`src/sv/espar_pkg.sv`:
```
`timescale 1ns / 1ps
`default_nettype none
// ----------------------------------------------------------------------------
// espar_pkg
// Types, constants and helpers for the effect slot pool.
// ----------------------------------------------------------------------------
package espar_pkg;

    localparam int SLOTS_DEF        = 16;
    localparam int TIME_BITS_DEF    = 20;
    localparam int MIN_LIFETIME_DEF = 205;

    localparam int IN_TIME_W = 20;
    localparam int IDX_W     = 4;
    localparam int SEED_W    = 32;
    localparam int CNT_W     = 5;

    localparam logic [SEED_W-1:0] RNG_RESET = 32'h9e37_79b9;

    localparam logic FUNC_SPAWN = 1'b0;
    localparam logic FUNC_TICK  = 1'b1;

    typedef enum logic [2:0] {
        ST_IDLE,
        ST_SCAN_MUL,
        ST_SCAN_CMP,
        ST_WRITE,
        ST_TICK,
        ST_OUT
    } t_state;

    typedef struct packed {
        logic tick;
        logic write;
    } t_head_cmd;

    function automatic logic [SEED_W-1:0] xorshift32(input logic [SEED_W-1:0] w);
        logic [SEED_W-1:0] x;
        x = (w == '0) ? RNG_RESET : w;
        x = x ^ (x << 13);
        x = x ^ (x >> 17);
        x = x ^ (x << 5);
        return x;
    endfunction

endpackage
`default_nettype wire

```
`src/sv/espar_if.sv`:
```
`timescale 1ns / 1ps
`default_nettype none
// ----------------------------------------------------------------------------
// espar_in_if / espar_out_if
// Valid/ready channels carrying request and result items.
// ----------------------------------------------------------------------------
interface espar_in_if import espar_pkg::*; ();
    logic                 valid;
    logic                 ready;
    logic                 func;
    logic [IN_TIME_W-1:0] lifetime_req;
    logic [IN_TIME_W-1:0] elapsed;

    modport source (output valid, output func, output lifetime_req, output elapsed,
                    input ready);
    modport sink   (input valid, input func, input lifetime_req, input elapsed,
                    output ready);
endinterface

interface espar_out_if import espar_pkg::*; ();
    logic              valid;
    logic              ready;
    logic [IDX_W-1:0]  slot_index;
    logic              replaced_live;
    logic [SEED_W-1:0] seed_word;
    logic [CNT_W-1:0]  expired_count;
    logic [CNT_W-1:0]  live_count;

    modport source (output valid, output slot_index, output replaced_live,
                    output seed_word, output expired_count, output live_count,
                    input ready);
    modport sink   (input valid, input slot_index, input replaced_live,
                    input seed_word, input expired_count, input live_count,
                    output ready);
endinterface
`default_nettype wire

```
`src/sv/effect_slot_pool_age_replace_unit.sv`:
```
`timescale 1ns / 1ps
`default_nettype none
// ----------------------------------------------------------------------------
// effect_slot_pool_age_replace_unit
// Slot pool with lowest-free allocation and furthest-through-life replacement.
// ----------------------------------------------------------------------------
// The slots sit in a ring of cells that rotates one slot per cycle, while
// shifting (scan compare, write, tick), past a single update unit. A tick
// ages and retires each slot, then posts the result. A spawn scans each
// slot with a cross-multiply, then a compare, to find the lowest free slot
// or the slot furthest through its life, then makes one full rotation to
// write the chosen slot, then posts the result. One request item is
// worked at a time; a new one is taken while the previous result waits.
// ----------------------------------------------------------------------------
module effect_slot_pool_age_replace_unit import espar_pkg::*; #(
    parameter int SLOTS        = SLOTS_DEF,
    parameter int TIME_BITS    = TIME_BITS_DEF,
    parameter int MIN_LIFETIME = MIN_LIFETIME_DEF
) (
    input  wire logic    i_clk,
    input  wire logic    i_rst_n,
    espar_in_if.sink     i_in,
    espar_out_if.source  o_out
);

    localparam int TW  = TIME_BITS;
    localparam int IW  = (SLOTS > 1) ? $clog2(SLOTS) : 1;
    localparam int CW  = $clog2(SLOTS + 1);
    localparam longint unsigned TMAX = (64'd1 << TW) - 64'd1;
    localparam logic [TW-1:0] MIN_EFF =
        (longint'(MIN_LIFETIME) > TMAX) ? {TW{1'b1}} : TW'(MIN_LIFETIME);
    localparam logic [IW-1:0] LAST_IDX = IW'(SLOTS - 1);

    t_state r_state, n_state;

    logic          r_found;
    logic [IW-1:0] r_free_idx;
    logic [IW-1:0] r_best_idx;
    logic [TW-1:0] r_best_age;
    logic [TW-1:0] r_best_life;
    logic [2*TW-1:0] r_prod_l;
    logic [2*TW-1:0] r_prod_r;
    logic [IW-1:0] r_idx;
    logic          r_func;
    logic [TW-1:0] r_life_new;
    logic [TW-1:0] r_dt;
    logic [CW-1:0] r_live_cnt;
    logic [CW-1:0] r_exp_cnt;
    logic [SEED_W-1:0] r_rng;

    logic              r_out_valid;
    logic [IDX_W-1:0]  r_out_idx;
    logic              r_out_repl;
    logic [SEED_W-1:0] r_out_seed;
    logic [CNT_W-1:0]  r_out_exp;
    logic [CNT_W-1:0]  r_out_live;

    logic          c_live [SLOTS];
    logic [TW-1:0] c_age  [SLOTS];
    logic [TW-1:0] c_life [SLOTS];

    logic          h_live;
    logic [TW-1:0] h_age;
    logic [TW-1:0] h_life;
    logic          h_expired;
    t_head_cmd     head_cmd;
    logic          shift;
    logic [IW-1:0] pick;
    logic          in_acc;
    logic          out_load;
    logic [TW-1:0] req_t;
    logic [SEED_W-1:0] rng_next;

    assign in_acc   = i_in.valid && i_in.ready;
    assign pick     = r_found ? r_free_idx : r_best_idx;
    assign req_t    = TW'(i_in.lifetime_req);
    assign rng_next = xorshift32(r_rng);
    assign shift    = (r_state == ST_SCAN_CMP) || (r_state == ST_WRITE)
                   || (r_state == ST_TICK);
    assign head_cmd.tick  = (r_state == ST_TICK);
    assign head_cmd.write = (r_state == ST_WRITE) && (r_idx == pick);
    assign out_load = (r_state == ST_OUT) && (!r_out_valid || o_out.ready);

    espar_head #(.TW(TW)) u_head (
        .i_cmd      (head_cmd),
        .i_dt       (r_dt),
        .i_life_new (r_life_new),
        .i_live     (c_live[0]),
        .i_age      (c_age[0]),
        .i_life     (c_life[0]),
        .o_live     (h_live),
        .o_age      (h_age),
        .o_life     (h_life),
        .o_expired  (h_expired)
    );

    for (genvar k = 0; k < SLOTS; k++) begin : g_ring
        logic          nb_live;
        logic [TW-1:0] nb_age;
        logic [TW-1:0] nb_life;
        if (k == SLOTS - 1) begin : g_tail
            assign nb_live = h_live;
            assign nb_age  = h_age;
            assign nb_life = h_life;
        end else begin : g_mid
            assign nb_live = c_live[k+1];
            assign nb_age  = c_age[k+1];
            assign nb_life = c_life[k+1];
        end
        espar_cell #(.TW(TW)) u_cell (
            .i_clk   (i_clk),
            .i_rst_n (i_rst_n),
            .i_shift (shift),
            .i_live  (nb_live),
            .i_age   (nb_age),
            .i_life  (nb_life),
            .o_live  (c_live[k]),
            .o_age   (c_age[k]),
            .o_life  (c_life[k])
        );
    end

    always_ff @(posedge i_clk) begin
        if (!i_rst_n) begin
            r_state <= ST_IDLE;
        end else begin
            r_state <= n_state;
        end
    end

    always_comb begin
        n_state = r_state;
        case (r_state)
            ST_IDLE: begin
                if (in_acc) begin
                    n_state = (i_in.func == FUNC_TICK) ? ST_TICK : ST_SCAN_MUL;
                end
            end
            ST_SCAN_MUL: n_state = ST_SCAN_CMP;
            ST_SCAN_CMP: n_state = (r_idx == LAST_IDX) ? ST_WRITE : ST_SCAN_MUL;
            ST_WRITE:    if (r_idx == LAST_IDX) n_state = ST_OUT;
            ST_TICK:     if (r_idx == LAST_IDX) n_state = ST_OUT;
            ST_OUT:      if (out_load) n_state = ST_IDLE;
            default:     n_state = ST_IDLE;
        endcase
    end

    // control and counters
    always_ff @(posedge i_clk) begin
        if (!i_rst_n) begin
            r_idx       <= '0;
            r_found     <= 1'b0;
            r_live_cnt  <= '0;
            r_exp_cnt   <= '0;
            r_rng       <= RNG_RESET;
            r_out_valid <= 1'b0;
        end else begin
            if (in_acc) begin
                r_idx     <= '0;
                r_found   <= 1'b0;
                r_exp_cnt <= '0;
            end
            if (shift) begin
                r_idx <= (r_idx == LAST_IDX) ? '0 : r_idx + 1'b1;
            end
            if (r_state == ST_SCAN_CMP && !c_live[0] && !r_found) begin
                r_found <= 1'b1;
            end
            if (r_state == ST_TICK && h_expired) begin
                r_exp_cnt <= r_exp_cnt + 1'b1;
            end
            if (out_load) begin
                if (r_func == FUNC_TICK) begin
                    r_live_cnt <= r_live_cnt - r_exp_cnt;
                end else begin
                    r_live_cnt <= r_live_cnt + CW'(r_found);
                    r_rng      <= rng_next;
                end
            end
            if (out_load) begin
                r_out_valid <= 1'b1;
            end else if (o_out.ready) begin
                r_out_valid <= 1'b0;
            end
        end
    end

    // datapath
    always_ff @(posedge i_clk) begin
        if (in_acc) begin
            r_func      <= i_in.func;
            r_life_new  <= (req_t < MIN_EFF) ? MIN_EFF : req_t;
            r_dt        <= TW'(i_in.elapsed);
            r_best_idx  <= '0;
            r_best_age  <= c_age[0];
            r_best_life <= c_life[0];
        end
        if (r_state == ST_SCAN_MUL) begin
            r_prod_l <= (2*TW)'(c_age[0]) * (2*TW)'(r_best_life);
            r_prod_r <= (2*TW)'(r_best_age) * (2*TW)'(c_life[0]);
        end
        if (r_state == ST_SCAN_CMP) begin
            if (!c_live[0] && !r_found) begin
                r_free_idx <= r_idx;
            end
            if (r_prod_l > r_prod_r) begin
                r_best_idx  <= r_idx;
                r_best_age  <= c_age[0];
                r_best_life <= c_life[0];
            end
        end
        if (out_load) begin
            if (r_func == FUNC_TICK) begin
                r_out_idx  <= '0;
                r_out_repl <= 1'b0;
                r_out_seed <= '0;
                r_out_exp  <= CNT_W'(r_exp_cnt);
                r_out_live <= CNT_W'(r_live_cnt - r_exp_cnt);
            end else begin
                r_out_idx  <= IDX_W'(pick);
                r_out_repl <= !r_found;
                r_out_seed <= rng_next;
                r_out_exp  <= '0;
                r_out_live <= CNT_W'(r_live_cnt + CW'(r_found));
            end
        end
    end

    assign i_in.ready          = (r_state == ST_IDLE);
    assign o_out.valid         = r_out_valid;
    assign o_out.slot_index    = r_out_idx;
    assign o_out.replaced_live = r_out_repl;
    assign o_out.seed_word     = r_out_seed;
    assign o_out.expired_count = r_out_exp;
    assign o_out.live_count    = r_out_live;

endmodule
`default_nettype wire

```
`src/sv/espar_cell.sv`:
```
`timescale 1ns / 1ps
`default_nettype none
// ----------------------------------------------------------------------------
// espar_cell
// One slot of the ring: live flag, age and lifetime, passed on when shifting.
// ----------------------------------------------------------------------------
module espar_cell import espar_pkg::*; #(
    parameter int TW = TIME_BITS_DEF
) (
    input  wire logic          i_clk,
    input  wire logic          i_rst_n,
    input  wire logic          i_shift,
    input  wire logic          i_live,
    input  wire logic [TW-1:0] i_age,
    input  wire logic [TW-1:0] i_life,
    output logic               o_live,
    output logic [TW-1:0]      o_age,
    output logic [TW-1:0]      o_life
);

    logic          r_live;
    logic [TW-1:0] r_age;
    logic [TW-1:0] r_life;

    always_ff @(posedge i_clk) begin
        if (!i_rst_n) begin
            r_live <= 1'b0;
        end else if (i_shift) begin
            r_live <= i_live;
        end
    end

    always_ff @(posedge i_clk) begin
        if (i_shift) begin
            r_age  <= i_age;
            r_life <= i_life;
        end
    end

    assign o_live = r_live;
    assign o_age  = r_age;
    assign o_life = r_life;

endmodule
`default_nettype wire

```
`src/sv/espar_head.sv`:
```
`timescale 1ns / 1ps
`default_nettype none
// ----------------------------------------------------------------------------
// espar_head
// Update unit at the ring head: tick aging/retire, or spawn write.
// ----------------------------------------------------------------------------
module espar_head import espar_pkg::*; #(
    parameter int TW = TIME_BITS_DEF
) (
    input  wire t_head_cmd     i_cmd,
    input  wire logic [TW-1:0] i_dt,
    input  wire logic [TW-1:0] i_life_new,
    input  wire logic          i_live,
    input  wire logic [TW-1:0] i_age,
    input  wire logic [TW-1:0] i_life,
    output logic               o_live,
    output logic [TW-1:0]      o_age,
    output logic [TW-1:0]      o_life,
    output logic               o_expired
);

    logic [TW:0]   sum;
    logic [TW-1:0] age_sat;

    assign sum     = {1'b0, i_age} + {1'b0, i_dt};
    assign age_sat = sum[TW] ? '1 : sum[TW-1:0];

    always_comb begin
        o_live    = i_live;
        o_age     = i_age;
        o_life    = i_life;
        o_expired = 1'b0;
        if (i_cmd.write) begin
            o_live = 1'b1;
            o_age  = '0;
            o_life = i_life_new;
        end else if (i_cmd.tick && i_live) begin
            o_age = age_sat;
            if (age_sat >= i_life) begin
                o_live    = 1'b0;
                o_expired = 1'b1;
            end
        end
    end

endmodule
`default_nettype wire
```
`src/flat_wrapper.sv`:
```
// flat-port wrapper written by rule: the top's interface ports become plain ports
module effect_slot_pool_age_replace_unit_flat import espar_pkg::*;
#(
    parameter int SLOTS        = SLOTS_DEF,
    parameter int TIME_BITS    = TIME_BITS_DEF,
    parameter int MIN_LIFETIME = MIN_LIFETIME_DEF
)
  (i_clk, i_rst_n, i_in_valid, i_in_func, i_in_lifetime_req, i_in_elapsed, i_in_ready, o_out_valid, o_out_slot_index, o_out_replaced_live, o_out_seed_word, o_out_expired_count, o_out_live_count, o_out_ready);
  espar_in_if i_in_i ();
  espar_out_if o_out_i ();
  input  wire logic i_clk;
  input  wire logic i_rst_n;
  input wire logic [$bits(i_in_i.valid)-1:0] i_in_valid;
  input wire logic [$bits(i_in_i.func)-1:0] i_in_func;
  input wire logic [$bits(i_in_i.lifetime_req)-1:0] i_in_lifetime_req;
  input wire logic [$bits(i_in_i.elapsed)-1:0] i_in_elapsed;
  output wire logic [$bits(i_in_i.ready)-1:0] i_in_ready;
  output wire logic [$bits(o_out_i.valid)-1:0] o_out_valid;
  output wire logic [$bits(o_out_i.slot_index)-1:0] o_out_slot_index;
  output wire logic [$bits(o_out_i.replaced_live)-1:0] o_out_replaced_live;
  output wire logic [$bits(o_out_i.seed_word)-1:0] o_out_seed_word;
  output wire logic [$bits(o_out_i.expired_count)-1:0] o_out_expired_count;
  output wire logic [$bits(o_out_i.live_count)-1:0] o_out_live_count;
  input wire logic [$bits(o_out_i.ready)-1:0] o_out_ready;
  assign i_in_i.valid = i_in_valid;
  assign i_in_i.func = i_in_func;
  assign i_in_i.lifetime_req = i_in_lifetime_req;
  assign i_in_i.elapsed = i_in_elapsed;
  assign i_in_ready = i_in_i.ready;
  assign o_out_valid = o_out_i.valid;
  assign o_out_slot_index = o_out_i.slot_index;
  assign o_out_replaced_live = o_out_i.replaced_live;
  assign o_out_seed_word = o_out_i.seed_word;
  assign o_out_expired_count = o_out_i.expired_count;
  assign o_out_live_count = o_out_i.live_count;
  assign o_out_i.ready = o_out_ready;
  effect_slot_pool_age_replace_unit #(.SLOTS(SLOTS), .TIME_BITS(TIME_BITS), .MIN_LIFETIME(MIN_LIFETIME)) u_core (.i_clk(i_clk), .i_rst_n(i_rst_n), .i_in(i_in_i), .o_out(o_out_i));
endmodule
```
`config.mk`:
```
export PLATFORM = sky130hd
export DESIGN_NAME = effect_slot_pool_age_replace_unit_flat
export DESIGN_NICKNAME = d
export VERILOG_FILES = /design/src/sv/espar_pkg.sv /design/src/sv/espar_if.sv /design/src/sv/effect_slot_pool_age_replace_unit.sv /design/src/sv/espar_cell.sv /design/src/sv/espar_head.sv /design/src/flat_wrapper.sv
export SDC_FILE = /design/constraint.sdc
export NUM_CORES = 2
export LEC_CHECK = 0
export ABC_CLOCK_PERIOD_IN_PS = 58200
export BUFFER_PORTS_ARGS = -buffer_cell sky130_fd_sc_hd__buf_2
export CAP_MARGIN = 20
export CORE_MARGIN = 2
export CORE_UTILIZATION = 50
export CTS_BUF_LIST = sky130_fd_sc_hd__clkbuf_4
export CTS_CLUSTER_DIAMETER = 80
export DETAILED_ROUTE_END_ITERATION = 8
export GPL_TIMING_DRIVEN = 0
export HOLD_SLACK_MARGIN = 0.12
export PLACE_DENSITY = 0.66
export SETUP_SLACK_MARGIN = 0.5
export SLEW_MARGIN = 20
export SYNTH_ARGS = -nofsm -noshare
export SYNTH_HDL_FRONTEND = slang
export SYNTH_SLANG_ARGS = --single-unit
```
`constraint.sdc`:
```
create_clock -name i_clk -period 58.2 [get_ports i_clk]
set_clock_uncertainty 0.1 [all_clocks]
set_input_delay 8.73 -clock i_clk [delete_from_list [all_inputs] [get_ports i_clk]]
set_output_delay 8.73 -clock i_clk [all_outputs]
set_load 0.02 [all_outputs]
```
==> summary.md <==
| Metric | Value |
|---|---|
| Outcome | finished, final reports clean |
| Fillers | 10083 |
| DRT Pass-1 Iters | 5 |
| Most numerous cell in the Yosys netlist | edfxtp_1 |
| Total number of vias | 36900 |
| Initial antenna violation count | 18 |
| Largest net degree at the start of global routing | 57 |
| Synthesized area per cell | 12.1 um^2 |
| Core area | 118000 um^2 |
| Grt ovf | 0 |
| Multi-input combinational cell area | 29200 um^2 |
| Rows | 126 |
| # nets final | 6347 |
| Largest family of logic cells by synthesized area | adder cells |
| Synth Area in Simple Gates | 10.3% |
| FMAX | 0.0906 GHz |
| Vias in the first global route | 38220 |
| Post-synthesis xor/xnor area fraction | 2.68% |
| Kind of start point of the critical path | flop |
| WS Path Type | flop to output port |
| Sequential-to-total area share from yosys stat | 44.5% |
| DRC viols | 0 |
| Adder-cell share of the synthesized area | 29.6% |
| Clk buf depth | 3 |
| Hold Buf Count CTS | 0 |
| Num CTS Buffers | 220 |
| Resized Gates After CTS | 0 |
| Worst slew pin tran | 1.08 ns |
| Final Hold Vio Count | 0 |
| Number of DRC markers in iteration 0 | 2821 |
| Synth area leaders | edfxtp_1, fa_1, ha_1 |
| Final setup viols | 0 |
| Setup TNS | 0 ns |
| Die ar. | 122000 um^2 |
| Dpl hpwl | 107000 um |
| Register area | 26600 um^2 |
| Clock slew at reported path FFs | 0.07 ns |
| Initial Util | 50.5% |
| Antenna-violating nets left | 0 |
| Syn Nets | 6004 |
| DIE HEIGHT | 350 um |
| Wire per inst | 20.4 um |
| Number of synthesized flops with an enable pin | 812 |
| Post-Syn Area | 59700 um^2 |
| Top-area cell type share of the netlist area | 40.8% |
| Final GP Congestion | 0.955 |
| Yosys reg bits | 923 |
| Tot GR Track Use | 24.1% |
| I/O pins | 94 |
| IO Port Bufs | 92 |
| Ys flop type | edfxtp_1 |
| Post-synthesis compound-gate area fraction | 4.99% |
| Async SR Flop Fraction | 0% |
| Max H-tree Level | 4 |
| CP endpoint kind | output port |
| Clock Latency Late Sink | 1.18 ns |
| Setup repair after global routing missed its margin | false |
| Fraction of layout cells with a size suffix above 1 | 9.46% |
| CTS root buf | clkbuf_4 |
| Vias/cell | 5.29 |
| Layout Area Growth over Synthesis | 9.46% |
| Post-synthesis mux area share | 1.25% |
| Slew Viols, Final | 0 |
| Die width | 350 um |
| First-pass GRT wire length | 220000 um |
| Post-synth top area cell | edfxtp_1 |
| Worst rel slew slack | 27.7% |
| Drt total wl | 143000 um |
| Synth cell count leaders | edfxtp_1, inv_1, fa_1, nand2_1, and2_1 |
| CP Max Fanout | 9 |
| Final period util | 19.0% |
| Post-CTS setup buffers | 0 |
| Arrival @ worst endpoint | 2.21 ns |
| Post-synthesis instance total | 4931 |
| Fin crit period | 11.04 ns |
| CTS tree | built |
| Post-synth cell types | 79 |
| Ys Warns | 0 |
| CTS Sinks | 923 |
| Max Cap Viol | 0 |
| WP data required | 49.37 ns |
| Hold crit path type | flop to flop |
-- through the flow --
step	worst slack [ns]	cell area (um^2)	hold slack, ns	util [%]	std cells
floorplan	37.52	59700	0.300	-	4931
global placement	31.68	62100	0.300	52.5	6559
detailed placement	46.74	62600	0.305	53.0	6588
CTS	46.96	65400	0.246	55.3	6969
global route	46.87	65400	0.240	55.3	6978
finish	47.16	65400	0.249	55.3	6978
-- worst paths after layout --
check	from	endpoint	slack [ns]	depth (start not counted)
hold reg to reg	u_core.g_ring[14].u_cell.o_age[4]	u_core.g_ring[13].u_cell.o_age[4]	0.25	0
hold / removal	u_core.g_ring[14].u_cell.o_age[4]	u_core.g_ring[13].u_cell.o_age[4]	0.25	0
setup reg to reg	u_core.g_ring[0].u_cell.o_age[8]	u_core.r_prod_l[27]	49.99	26
setup / recovery	u_core.r_state[2]	i_in_ready	47.16	3
-- cell type report --
class,instances,share of cell area [%]
Antenna cell,9,0.0345
Sequential cell,923,40.7
Buffer,243,1.44
Clock buffer,308,3.54
Timing Repair Buffer,121,1.48
Inverter,801,4.60
Multi-Input combinational cell,2964,44.6
Tap cell,1536,2.94
Clock inverter,73,0.634
-- cell usage in the layout, fill, tap and decap left out, types with 9 or more instances in the layout --
master    instances
dfxtp_1         111
a21o_1           65
diode_2           9
edfxtp_1        812
clkbuf_4        308
buf_4            12
nand2_1         476
clkinv_2          9
a211oi_1         11
ha_1            386
xor2_1           72
buf_12           18
nor4_1           16
o21ai_1          15
xnor2_1         111
mux2_2           20
nor2b_1          28
clkbuf_1        227
o211ai_1         10
nand3_1          40
nand4_1          22
and2_1          461
buf_2            98
a31oi_1          10
a21oi_1         140
and3_1           12
inv_1           798
clkinv_1         49
a21boi_0         16
nor3_1           19
or3_1            19
o21bai_1         13
mux2_1           40
nor2_1           98
o21ai_0          96
nand2b_1         14
fa_1            642
-- cells by family (layout without fill, tap and decap cells) --
logic type | Yosys count | after routing
multiplexers | 67 | 67
AO/OA/AOI/OAI | 462 | 462
adder cells (fa/ha/maj) | 1028 | 1028
XOR/XNOR | 183 | 183
flip-flops | 923 | 923
other | 0 | 9
buffers and inverters | 1044 | 1546
AND/OR/NAND/NOR | 1224 | 1224
-- layer usage --
layer | global-route usage, % | vias to the layer above | part of all wire [%]
met5 | 0 | - | 0.013
met4 | 10.1 | 2 | 3.8
met3 | 4.95 | 271 | 7.5
met2 | 37.1 | 1317 | 45
met1 | 33.4 | 18466 | 43
li1 | - | 16844 | -
-- registers in the layout (all words and copies together) (netlist names), 32 cells and up --
signal	count
u_core.o_out.seed_word	32
u_core.g_ring.u_cell.o_life	320
u_core.r_rng	32
u_core.r_prod_l	40
u_core.g_ring.u_cell.o_age	320
u_core.r_prod_r	40
-- worst max-delay path: stages, from the launching register on --
cell and delay, ns:
dfxtp_1 0.30, clkbuf_1 0.19, nor3_1 0.32, buf_2 0.22
Power is not shown: default switching activity piles up to over one toggle a cycle in this logic, so the estimate is an artifact.
